## src/lscs_pkg.sv

```systemverilog
`default_nettype none

package lscs_pkg;

   localparam int NUM_SENSORS = 8;
   localparam int SAMPLE_MAX  = 1023;
   localparam int SAMPLE_W    = 10;
   localparam int CSR_DATA_W  = 10;
   localparam int CSR_INDEX_W = 3;

   localparam logic [SAMPLE_W-1:0] MIN_RESET       = SAMPLE_W'(SAMPLE_MAX);
   localparam logic [SAMPLE_W-1:0] MAX_RESET       = '0;
   localparam logic [SAMPLE_W-1:0] THRESHOLD_RESET = 10'd500;

   localparam logic [7:0] BASE_SPEED_RESET = 8'd100;

   localparam logic signed [9:0] CMD_BACK = -10'sd40;
   localparam logic signed [9:0] CMD_SOFT = 10'sd80;
   localparam logic signed [9:0] CMD_FULL = 10'sd100;

   localparam logic signed [10:0] DUTY_LIMIT = 11'sd255;

   typedef enum logic [2:0] {
      KIND_CLEAR   = 3'd0,
      KIND_SAMPLE  = 3'd1,
      KIND_FINISH  = 3'd2,
      KIND_FOLLOW  = 3'd3,
      KIND_RESTORE = 3'd4
   } kind_type;

   typedef enum logic [CSR_INDEX_W-1:0] {
      CSR_BASE_SPEED        = 3'd0,
      CSR_LEFT_TRIM         = 3'd1,
      CSR_RIGHT_TRIM        = 3'd2,
      CSR_JUNCTION_STOP     = 3'd3,
      CSR_DEFAULT_THRESHOLD = 3'd4
   } csr_index_type;

   typedef enum logic [1:0] {
      MODE_BRAKE   = 2'd0,
      MODE_FORWARD = 2'd1,
      MODE_REVERSE = 2'd2
   } wheel_mode_type;

   typedef struct packed {
      logic [7:0]        base_speed;
      logic signed [8:0] left_trim;
      logic signed [8:0] right_trim;
      logic              junction_stop;
   } steer_cfg_type;

   typedef struct packed {
      wheel_mode_type mode;
      logic [7:0]     duty;
   } wheel_type;

   typedef struct packed {
      wheel_type left;
      wheel_type right;
      logic      junction;
   } result_type;

endpackage

`default_nettype wire

```

## src/line_sensor_calibrate_and_steer.sv

```systemverilog
// Line sensor calibration and steering.
// Request channel (req_valid/req_ready) carries a kind code and eight
// reflectance samples, sensor 1 leftmost. Every item gives exactly one
// item on the response channel (rsp_valid/rsp_ready): wheel mode and duty
// for each side and a junction flag; non-follow kinds return all zero.
// Each sensor has its own lane holding min, max and threshold; the lanes
// compare in parallel and the steering stage merges their seen bits.
// The result is in the output register from the cycle after accept.
// Throughput: one item per cycle while rsp_ready is high, set by the single output register;
// a new item is taken in the cycle the held result leaves.
// Receiver stall: the result holds in place and req_ready drops until
// rsp_ready returns.
// Reset: min 1023, max 0, thresholds 500, registers to their defaults,
// no response pending. Registers on the csr_ port apply from the next item.
`default_nettype none

module line_sensor_calibrate_and_steer
   import lscs_pkg::*;
(
   input  wire logic                   clock,
   input  wire logic                   reset,
   input  wire logic                   req_valid,
   output      logic                   req_ready,
   input  wire logic [2:0]             req_kind,
   input  wire logic [SAMPLE_W-1:0]    req_sensor_1,
   input  wire logic [SAMPLE_W-1:0]    req_sensor_2,
   input  wire logic [SAMPLE_W-1:0]    req_sensor_3,
   input  wire logic [SAMPLE_W-1:0]    req_sensor_4,
   input  wire logic [SAMPLE_W-1:0]    req_sensor_5,
   input  wire logic [SAMPLE_W-1:0]    req_sensor_6,
   input  wire logic [SAMPLE_W-1:0]    req_sensor_7,
   input  wire logic [SAMPLE_W-1:0]    req_sensor_8,
   output      logic                   rsp_valid,
   input  wire logic                   rsp_ready,
   output      logic [1:0]             rsp_left_mode,
   output      logic [7:0]             rsp_left_duty,
   output      logic [1:0]             rsp_right_mode,
   output      logic [7:0]             rsp_right_duty,
   output      logic                   rsp_junction,
   input  wire logic                   csr_write,
   input  wire logic [CSR_INDEX_W-1:0] csr_index,
   input  wire logic [CSR_DATA_W-1:0]  csr_wdata
);

   logic [7:0]          base_speed_ff, base_speed_in;
   logic signed [8:0]   left_trim_ff, left_trim_in;
   logic signed [8:0]   right_trim_ff, right_trim_in;
   logic                junction_stop_ff, junction_stop_in;
   logic [SAMPLE_W-1:0] default_threshold_ff, default_threshold_in;

   logic                   accept;
   kind_type               kind;
   logic [SAMPLE_W-1:0]    sample [NUM_SENSORS];
   logic [NUM_SENSORS-1:0] seen;
   steer_cfg_type          cfg;
   result_type             rsp;

   assign accept = req_valid && req_ready;
   assign kind   = kind_type'(req_kind);

   assign sample[0] = req_sensor_1;
   assign sample[1] = req_sensor_2;
   assign sample[2] = req_sensor_3;
   assign sample[3] = req_sensor_4;
   assign sample[4] = req_sensor_5;
   assign sample[5] = req_sensor_6;
   assign sample[6] = req_sensor_7;
   assign sample[7] = req_sensor_8;

   always_comb begin
      base_speed_in        = base_speed_ff;
      left_trim_in         = left_trim_ff;
      right_trim_in        = right_trim_ff;
      junction_stop_in     = junction_stop_ff;
      default_threshold_in = default_threshold_ff;
      if (csr_write) begin
         unique case (csr_index)
            CSR_BASE_SPEED:        base_speed_in        = csr_wdata[7:0];
            CSR_LEFT_TRIM:         left_trim_in         = $signed(csr_wdata[8:0]);
            CSR_RIGHT_TRIM:        right_trim_in        = $signed(csr_wdata[8:0]);
            CSR_JUNCTION_STOP:     junction_stop_in     = csr_wdata[0];
            CSR_DEFAULT_THRESHOLD: default_threshold_in = csr_wdata[SAMPLE_W-1:0];
            default: ;
         endcase
      end
   end

   always_ff @(posedge clock) begin
      if (reset) begin
         base_speed_ff        <= BASE_SPEED_RESET;
         left_trim_ff         <= '0;
         right_trim_ff        <= '0;
         junction_stop_ff     <= 1'b1;
         default_threshold_ff <= THRESHOLD_RESET;
      end else begin
         base_speed_ff        <= base_speed_in;
         left_trim_ff         <= left_trim_in;
         right_trim_ff        <= right_trim_in;
         junction_stop_ff     <= junction_stop_in;
         default_threshold_ff <= default_threshold_in;
      end
   end

   for (genvar i = 0; i < NUM_SENSORS; i++) begin : g_lane
      lscs_lane u_lane (
         .clock             (clock),
         .reset             (reset),
         .accept            (accept),
         .kind              (kind),
         .sample            (sample[i]),
         .default_threshold (default_threshold_ff),
         .seen              (seen[i])
      );
   end

   assign cfg.base_speed    = base_speed_ff;
   assign cfg.left_trim     = left_trim_ff;
   assign cfg.right_trim    = right_trim_ff;
   assign cfg.junction_stop = junction_stop_ff;

   lscs_steer u_steer (
      .clock     (clock),
      .reset     (reset),
      .accept    (accept),
      .kind      (kind),
      .seen      (seen),
      .cfg       (cfg),
      .rsp_ready (rsp_ready),
      .rsp_valid (rsp_valid),
      .rsp       (rsp),
      .req_ready (req_ready)
   );

   assign rsp_left_mode  = rsp.left.mode;
   assign rsp_left_duty  = rsp.left.duty;
   assign rsp_right_mode = rsp.right.mode;
   assign rsp_right_duty = rsp.right.duty;
   assign rsp_junction   = rsp.junction;

endmodule

`default_nettype wire

```

## src/lscs_lane.sv

```systemverilog
`default_nettype none

module lscs_lane
   import lscs_pkg::*;
(
   input  wire logic                clock,
   input  wire logic                reset,
   input  wire logic                accept,
   input  wire kind_type            kind,
   input  wire logic [SAMPLE_W-1:0] sample,
   input  wire logic [SAMPLE_W-1:0] default_threshold,
   output      logic                seen
);

   logic [SAMPLE_W-1:0] min_ff, min_in;
   logic [SAMPLE_W-1:0] max_ff, max_in;
   logic [SAMPLE_W-1:0] threshold_ff, threshold_in;
   logic [SAMPLE_W:0]   mid_sum;

   assign mid_sum = {1'b0, min_ff} + {1'b0, max_ff};
   assign seen    = sample < threshold_ff;

   always_comb begin
      min_in       = min_ff;
      max_in       = max_ff;
      threshold_in = threshold_ff;
      if (accept) begin
         unique case (kind)
            KIND_CLEAR: begin
               min_in = MIN_RESET;
               max_in = MAX_RESET;
            end
            KIND_SAMPLE: begin
               if (sample < min_ff) min_in = sample;
               if (sample > max_ff) max_in = sample;
            end
            KIND_FINISH:  threshold_in = mid_sum[SAMPLE_W:1];
            KIND_RESTORE: threshold_in = default_threshold;
            default: ;
         endcase
      end
   end

   always_ff @(posedge clock) begin
      if (reset) begin
         min_ff       <= MIN_RESET;
         max_ff       <= MAX_RESET;
         threshold_ff <= THRESHOLD_RESET;
      end else begin
         min_ff       <= min_in;
         max_ff       <= max_in;
         threshold_ff <= threshold_in;
      end
   end

endmodule

`default_nettype wire

```

## src/lscs_steer.sv

```systemverilog
`default_nettype none

module lscs_steer
   import lscs_pkg::*;
(
   input  wire logic                   clock,
   input  wire logic                   reset,
   input  wire logic                   accept,
   input  wire kind_type               kind,
   input  wire logic [NUM_SENSORS-1:0] seen,
   input  wire steer_cfg_type          cfg,
   input  wire logic                   rsp_ready,
   output      logic                   rsp_valid,
   output      result_type             rsp,
   output      logic                   req_ready
);

   function automatic wheel_type drive(logic signed [9:0] cmd, logic signed [8:0] trim);
      logic signed [10:0] cmd_x;
      logic signed [10:0] trim_x;
      logic signed [10:0] v;
      logic signed [10:0] neg;
      wheel_type          w;
      cmd_x  = 11'(cmd);
      trim_x = 11'(trim);
      if (cmd > 10'sd0)      v = cmd_x + trim_x;
      else if (cmd < 10'sd0) v = cmd_x - trim_x;
      else                   v = '0;
      if (v > DUTY_LIMIT)  v = DUTY_LIMIT;
      if (v < -DUTY_LIMIT) v = -DUTY_LIMIT;
      neg = -v;
      if (v > 11'sd0) begin
         w.mode = MODE_FORWARD;
         w.duty = v[7:0];
      end else if (v < 11'sd0) begin
         w.mode = MODE_REVERSE;
         w.duty = neg[7:0];
      end else begin
         w.mode = MODE_BRAKE;
         w.duty = '0;
      end
      return w;
   endfunction

   logic              rsp_valid_ff, rsp_valid_in;
   result_type        rsp_ff, rsp_in;
   logic signed [9:0] base_cmd;
   logic signed [9:0] left_cmd;
   logic signed [9:0] right_cmd;
   logic              junction_seen;
   logic              junction_flag;

   assign req_ready     = !rsp_valid_ff || rsp_ready;
   assign base_cmd      = $signed({2'b00, cfg.base_speed});
   assign junction_seen = (seen[0] && seen[1]) || (seen[6] && seen[7]);

   always_comb begin
      junction_flag = 1'b0;
      if (junction_seen) begin
         if (cfg.junction_stop) begin
            left_cmd      = CMD_FULL;
            right_cmd     = CMD_FULL;
            junction_flag = 1'b1;
         end else begin
            left_cmd  = base_cmd;
            right_cmd = base_cmd;
         end
      end else if (seen[1]) begin
         left_cmd  = CMD_BACK;
         right_cmd = CMD_FULL;
      end else if (seen[2]) begin
         left_cmd  = CMD_SOFT;
         right_cmd = CMD_FULL;
      end else if (seen[5]) begin
         left_cmd  = CMD_FULL;
         right_cmd = CMD_SOFT;
      end else if (seen[6]) begin
         left_cmd  = CMD_FULL;
         right_cmd = CMD_BACK;
      end else begin
         left_cmd  = base_cmd;
         right_cmd = base_cmd;
      end
   end

   always_comb begin
      rsp_valid_in = rsp_valid_ff;
      rsp_in       = rsp_ff;
      if (rsp_valid_ff && rsp_ready) rsp_valid_in = 1'b0;
      if (accept) begin
         rsp_valid_in = 1'b1;
         rsp_in       = '0;
         if (kind == KIND_FOLLOW) begin
            rsp_in.left     = drive(left_cmd, cfg.left_trim);
            rsp_in.right    = drive(right_cmd, cfg.right_trim);
            rsp_in.junction = junction_flag;
         end
      end
   end

   always_ff @(posedge clock) begin
      if (reset) rsp_valid_ff <= 1'b0;
      else       rsp_valid_ff <= rsp_valid_in;
      rsp_ff <= rsp_in;
   end

   assign rsp_valid = rsp_valid_ff;
   assign rsp       = rsp_ff;

endmodule

`default_nettype wire
```

## config.mk

```make
export PLATFORM = sky130hd
export DESIGN_NAME = line_sensor_calibrate_and_steer
export DESIGN_NICKNAME = d
export VERILOG_FILES = /design/src/lscs_pkg.sv /design/src/line_sensor_calibrate_and_steer.sv /design/src/lscs_lane.sv /design/src/lscs_steer.sv
export SDC_FILE = /design/constraint.sdc
export NUM_CORES = 1
export LEC_CHECK = 0
export BUFFER_PORTS_ARGS = -buffer_cell sky130_fd_sc_hd__buf_2
export CORE_ASPECT_RATIO = 1.25
export CORE_UTILIZATION = 55
export CTS_CLUSTER_DIAMETER = 80
export CTS_CLUSTER_SIZE = 25
export DETAILED_ROUTE_END_ITERATION = 8
export HOLD_SLACK_MARGIN = 0.06
export PLACE_DENSITY = 0.82
export SKIP_LAST_GASP = 1
export SLEW_MARGIN = 15
export SYNTH_ARGS = -nofsm -noshare
export SYNTH_HDL_FRONTEND = slang
export SYNTH_HIERARCHICAL = 1
export SYNTH_SLANG_ARGS = --single-unit
```

## constraint.sdc

```tcl
create_clock -name clock -period 9.25 [get_ports clock]
set_input_delay 1.85 -clock clock [delete_from_list [all_inputs] [get_ports clock]]
set_output_delay 1.85 -clock clock [all_outputs]
set_load 0.1 [all_outputs]
```

# After elaboration in Yosys (flattened, before gate mapping)
# Cells that the tools add are included.
# classes
n_addsub	12
n_lt_le_gt_ge	30
eq_ne	20
n_mux	68
n_bitwise	1
reduce_logical	33
# op_table
cell	n
10-bit one-hot mux with 2 select lines	18
10-bit 2-to-1 mux	23
11-bit 2-to-1 mux	20
10-bit less-than comparator	12
10-bit by 10-bit adder with 11-bit output	6
10-bit greater-than comparator	6
3-bit AND reduction	12
2-bit by 1-bit inequality test with 1-bit output, second input constant	12
10-bit by 9-bit adder with 11-bit output	2
11-bit by 1-bit greater-than comparator with 1-bit output, second input constant	2
11-bit by 9-bit greater-than comparator with 1-bit output, second input constant	2
11-bit by 1-bit less-than comparator with 1-bit output, second input constant	2
11-bit by 9-bit less-than comparator with 1-bit output, second input constant	2
10-bit by 9-bit subtractor with 11-bit output	2
10-bit by 1-bit greater-than comparator with 1-bit output, second input constant	2
10-bit by 1-bit less-than comparator with 1-bit output, second input constant	2
9-bit 2-to-1 mux	2
8-bit 2-to-1 mux	2
8-bit negation	2
2-bit AND reduction	7
3-bit by 2-bit == test with 1-bit output, second input constant	4
3-bit by 1-bit == test with 1-bit output, second input constant	2
3-bit == test, second input constant	2
3-bit logical NOT	2
7 further kinds	16
# word_totals
regBits	239
inputBits	101
output_inout_bits	23
word_cells	195

# Longest topological paths before layout
# logic_depth
word_depth	22
depth_mapped	34
depth_no_buf	31

# By module
# The synthesis kept the hierarchy.
# modules_own_cells
module	instances	cells_each	area_per_inst_um2	seq_area_each_um2
lscs_lane at g_lane[0].u_lane ...	5	256	2247.2	600.6
lscs_lane at g_lane[6].u_lane ...	2	278	2337.2	600.6
lscs_steer	1	511	3950.0	650.6
lscs_lane at g_lane[3].u_lane	1	282	2366.0	600.6
line_sensor_calibrate_and_steer	1	149	1556.5	740.7

# Least setup slack after synthesis
# OpenSTA, ideal clock, no wires.
# synth_path
path_kind	input to register
startpoint	input req_sensor_7[9]
endpoint	register u_steer.rsp_ff, in the netlist u_steer/rsp[12] (data pin)
setup_ns	0.256
t_arrival_ns	8.005
t_required_ns	8.994
slack_ns	0.989
path_stages	29
path_buffers	4
path_cell_list	ha_1 -> a22o_1 -> or4_1 -> o21ai_0 -> nand2_1 -> nand2_1 -> clkinv_1 -> clkbuf_1 -> o21a_1 -> ha_1 -> clkbuf_1 -> o211ai_1 -> a211oi_1 -> o31ai_1 -> a22o_1 -> inv_1 -> o21ai_1 -> and2_1 -> nand2_1 -> nand3_1 -> ha_1 -> clkbuf_1 -> clkbuf_1 -> a21oi_1 -> inv_1 -> ha_1 -> nand4_1 -> o311a_1 -> a22o_1
# synth_between
elab_chain_len	22
word_cells_on_any_way	29
cone_classes	add/sub (3); order compare (7); mux (17); reduce/logical (2)
# synth_lines
item	line	source
from (decl)	line_sensor_calibrate_and_steer.sv:31	input wire logic [SAMPLE_W-1:0] req_sensor_7,
10-bit less-than comparator (*)	lscs_lane.sv:21	assign seen = sample < threshold_ff;
net seen[6]	line_sensor_calibrate_and_steer.sv:54	logic [NUM_SENSORS-1:0] seen;
8-bit 2-to-1 mux	lscs_steer.sv:77	end else if (seen[6]) begin
10-bit 2-to-1 mux	lscs_steer.sv:74	end else if (seen[5]) begin
10-bit 2-to-1 mux	lscs_steer.sv:71	end else if (seen[2]) begin
10-bit 2-to-1 mux	lscs_steer.sv:68	end else if (seen[1]) begin
10-bit 2-to-1 mux (*)	lscs_steer.sv:59	if (junction_seen) begin
10-bit by 9-bit subtractor with 11-bit output or 10-bit by 1-bit less-than comparator with 1-bit output (tied branches)	lscs_steer.sv:27	else if (cmd < 10'sd0) v = cmd_x - trim_x;
[7 not listed]	-	
11-bit 2-to-1 mux (*)	lscs_steer.sv:90	if (accept) begin
11-bit by 9-bit less-than comparator with 1-bit output	lscs_steer.sv:30	if (v < -DUTY_LIMIT) v = -DUTY_LIMIT;
11-bit 2-to-1 mux (*)	lscs_steer.sv:30	
11-bit 2-to-1 mux (*)	lscs_steer.sv:93	if (kind == KIND_FOLLOW) begin
11-bit 2-to-1 mux (*)	lscs_steer.sv:90	
11-bit by 1-bit less-than comparator with 1-bit output or 8-bit negation (tied branches)	lscs_steer.sv:35, lscs_steer.sv:31	
10-bit 2-to-1 mux	lscs_steer.sv:35	end else if (v < 11'sd0) begin
9-bit 2-to-1 mux (*)	lscs_steer.sv:32	if (v > 11'sd0) begin
to (signal assigned)	lscs_steer.sv:104	rsp_ff <= rsp_in;
to (decl)	lscs_steer.sv:46	result_type rsp_ff, rsp_in;
# The timed path passes the listed nets; every way through them passes the cells marked *. The select of a mux whose other input is x is not followed.
# A chain may end at the register's enable or synchronous reset.

# Worst setup path in the final report
# layout_path
startpoint	input req_sensor_8[9]
endpoint	register u_steer.rsp_ff, in the netlist u_steer/rsp[2] (data pin)
# layout_between
elab_chain_len	20
word_cells_on_any_way	25
cone_classes	add/sub (3); order compare (7); mux (13); reduce/logical (2)
# layout_lines
item	line	source
from (decl)	line_sensor_calibrate_and_steer.sv:32	input wire logic [SAMPLE_W-1:0] req_sensor_8,
10-bit less-than comparator (*)	lscs_lane.sv:21	
net seen[7]	line_sensor_calibrate_and_steer.sv:54	
1-bit logical AND (*)	lscs_steer.sv:55	assign junction_seen = (seen[0] && seen[1]) || (seen[6] && seen[7]);
1-bit logical OR (*)	lscs_steer.sv:55	
10-bit 2-to-1 mux (*)	lscs_steer.sv:59	
10-bit by 9-bit subtractor with 11-bit output or 10-bit by 1-bit less-than comparator with 1-bit output (tied branches)	lscs_steer.sv:27	
11-bit 2-to-1 mux	lscs_steer.sv:27	
11-bit 2-to-1 mux (*)	lscs_steer.sv:26	if (cmd > 10'sd0) v = cmd_x + trim_x;
[5 not listed]	-	
11-bit 2-to-1 mux (*)	lscs_steer.sv:90	
11-bit by 9-bit less-than comparator with 1-bit output	lscs_steer.sv:30	
11-bit 2-to-1 mux (*)	lscs_steer.sv:30	
11-bit 2-to-1 mux (*)	lscs_steer.sv:93	
11-bit 2-to-1 mux (*)	lscs_steer.sv:90	
11-bit by 1-bit less-than comparator with 1-bit output or 8-bit negation (tied branches)	lscs_steer.sv:35, lscs_steer.sv:31	
10-bit 2-to-1 mux	lscs_steer.sv:35	
9-bit 2-to-1 mux (*)	lscs_steer.sv:32	
# Marks and branches as above.

==> summary.txt <==
Hold path
  – Worst min path class: reg -> reg

Run
  – Max Cap Viol: 0

Layout
  – Most common cell after layout, fill and taps aside: ha_1
  – Commonest non-fill, non-tap cells in the layout: ha_1 (263), inv_1 (243), dfxtp_1 (218)
  – Synth-to-Final Area Change: 6.991%
  – Final net count: 2,678
  – Design area: 20,510 um2
  – Number of fill cells in the layout: 3,057
  – Final core occ: 59.58%
  – Fraction of layout instances using a drive strength above 1: 8.874%

Clock tree
  – CTS Root Cell: clkbuf_16
  – Post-CTS setup buffers: 0
  – H-tree levels: 1
  – Total CTS buffers: 15
  – Cts hold-fix bufs: 0
  – TritonCTS clock tree: done
  – Clock tree buffer depth: 3
  – CTS Sinks: 239
  – Clk slew on worst S/H paths: 0.09 ns
  – Worst-Skew Late Latency: 0.53 ns
  – Post-CTS Resized: 0

Synthesis
  – Post-Syn Area: 19,170 um2
  – Cells after Synth: 2,240
  – Syn_nets: 2,614
  – YS warnings: 6
  – Avg Inst Size Synth: 8.558 um2

Worst setup path
  – WP data arrival: 8.80 ns
  – Crit path kind: in -> reg
  – Startpoint types: input pin
  – Worst Setup End Kind: flip-flop
  – Req. time, crit path: 9.51 ns
  – Crit-path max FO: 10

Floorplanning
  – Die W: 169.0 um
  – Core area: 34,420 um2
  – IO Pins: 124
  – Die height: 210.7 um
  – Initial core utilization: 55.69%
  – Row cnt: 76
  – Die Footprint: 35,610 um2

STA
  – RSZ-0062 raised after global routing: no
  – Final Skew: 0.02988 ns
  – Fmax: 117.1 MHz
  – Final Hold Violating Endpoints: 0
  – Final Max Tran Viols: 0
  – Sum Neg Setup Slack: 0 ns
  – Max-slew headroom: 31.95%
  – Final cycle utilization of the critical path: 92.34%
  – Final Critical Period: 8.541 ns
  – Worst-margin pin slew: 1.021 ns
  – Final setup viols: 0

Place
  – Buffers on Ports: 103
  – Dpl cell area: 20,030 um2
  – Routability cong.: 0.9414
  – Dpl hpwl: 37,870 um

Drt
  – Antenna-violating nets left: 0
  – Vias: 17,483
  – Detailed Routing Iterations Pass 1: 5
  – Routed WL: 50,520 um
  – Via-to-Cell Ratio: 6.280
  – Drt wl/cell: 18.15 um
  – DR iter-0 viols: 1,169
  – Drt drc: 0

Global routing
  – Largest net degree at the start of global routing: 81
  – Vias in the first global route: 17,278
  – Tot GR Track Use: 28.07%
  – Total grt overflow: 0
  – Initial antenna violation count: 9
  – First-pass GRT wire length: 82,340 um

Pwr
  – Power density cells: 114.3 nW/um2
  – Leakage: 9.480 nW
  – VDD IR max: 124.2 uV

Run status
  – Status: completed
[critical path: stages]
cell	delay, ns
buf_2	0.14
ha_1	0.32
a22o_1	0.24
or4_1	0.39
o21ai_0	0.46
a22oi_1	0.23
nor2_1	0.27
a21oi_1	0.13
o22ai_1	0.25
ha_1	0.39
nor2_1	0.23
o211ai_1	0.19
a211o_1	0.36
a21o_1	0.20
a221oi_1	0.35
o221ai_2	0.20
and2_2	0.25
o32ai_1	0.30
ha_1	0.41
a211oi_1	0.34
ha_1	0.32
and2_1	0.15
a22o_1	0.23
nand2_1	0.12
o2111a_1	0.28
a22o_1	0.19
[registers in the layout, indices dropped and copies added (netlist names)]
signal	count
left_trim_ff	9
u_steer/rsp	21
u_steer/rsp_valid	1
junction_stop_ff	1
right_trim_ff	9
g_lane.u_lane/threshold_ff	60
base_speed_ff	8
default_threshold_ff	10
g_lane.u_lane/max_ff	60
g_lane.u_lane/min_ff	60
[where the power goes]
group / switching, mW / internal (mW) / total (mW) / leakage, nW
Combinational: 0.355 / 0.195 / 0.549 / 7.27
Clock: 0.398 / 0.312 / 0.710 / 0.225
Sequential: 0.0165 / 1.07 / 1.09 / 1.98
[layer usage]
layer,track usage (%),up-vias,wire length [um],part of all wire (%)
met2,51.44,618,25260,50
met1,31.75,8269,19720,39
li1,-,8391,-,-
met3,3.279,199,2890,5.7
met4,14.69,6,2610,5.2
met5,0,-,37,0.073
[through the flow]
| stage | setup slack, ns | power (mW) | instances | hold WS (ns) |
|---|---|---|---|---|
| after floorplan | 0.9892 | 1.491 | 2240 | 0.4319 |
| after global placement | 0.5531 | 1.622 | 2755 | 0.4402 |
| after detailed placement | 0.3582 | 1.644 | 2755 | 0.4456 |
| after CTS | 0.8645 | 2.346 | 2778 | 0.4579 |
| after global routing | 0.2577 | 2.450 | 2783 | 0.4849 |
| final | 0.7088 | 2.344 | 2784 | 0.4547 |
[cell type report]
class / instances / area (um2) / area share (%)
Sequential cell: 239 / 4995 / 24.35
Tap cell: 468 / 585.6 / 2.855
Multi-Input combinational cell: 1685 / 12910 / 62.93
Clock inverter: 8 / 81.33 / 0.3965
Clock buffer: 15 / 375.4 / 1.830
Antenna cell: 6 / 15.01 / 0.07321
Inverter: 245 / 920.9 / 4.490
Timing Repair Buffer: 118 / 630.6 / 3.075
[final timing paths]
kind / from / endpoint / slack, ns / cells after the start
setup reg to reg: g_lane[7].u_lane/threshold_ff[9]$_SDFFE_PP0P_ / u_steer/rsp[2]$_SDFFCE_PP0P_ / 1.86 / 26
hold / removal: g_lane[1].u_lane/threshold_ff[1]$_SDFFE_PP0P_ / g_lane[1].u_lane/threshold_ff[1]$_SDFFE_PP0P_ / 0.45 / 2
hold reg to reg: g_lane[1].u_lane/threshold_ff[1]$_SDFFE_PP0P_ / g_lane[1].u_lane/threshold_ff[1]$_SDFFE_PP0P_ / 0.45 / 2
setup / recovery: req_sensor_8[9] / u_steer/rsp[2]$_SDFFCE_PP0P_ / 0.71 / 26
(Power assumes the default switching activity.)
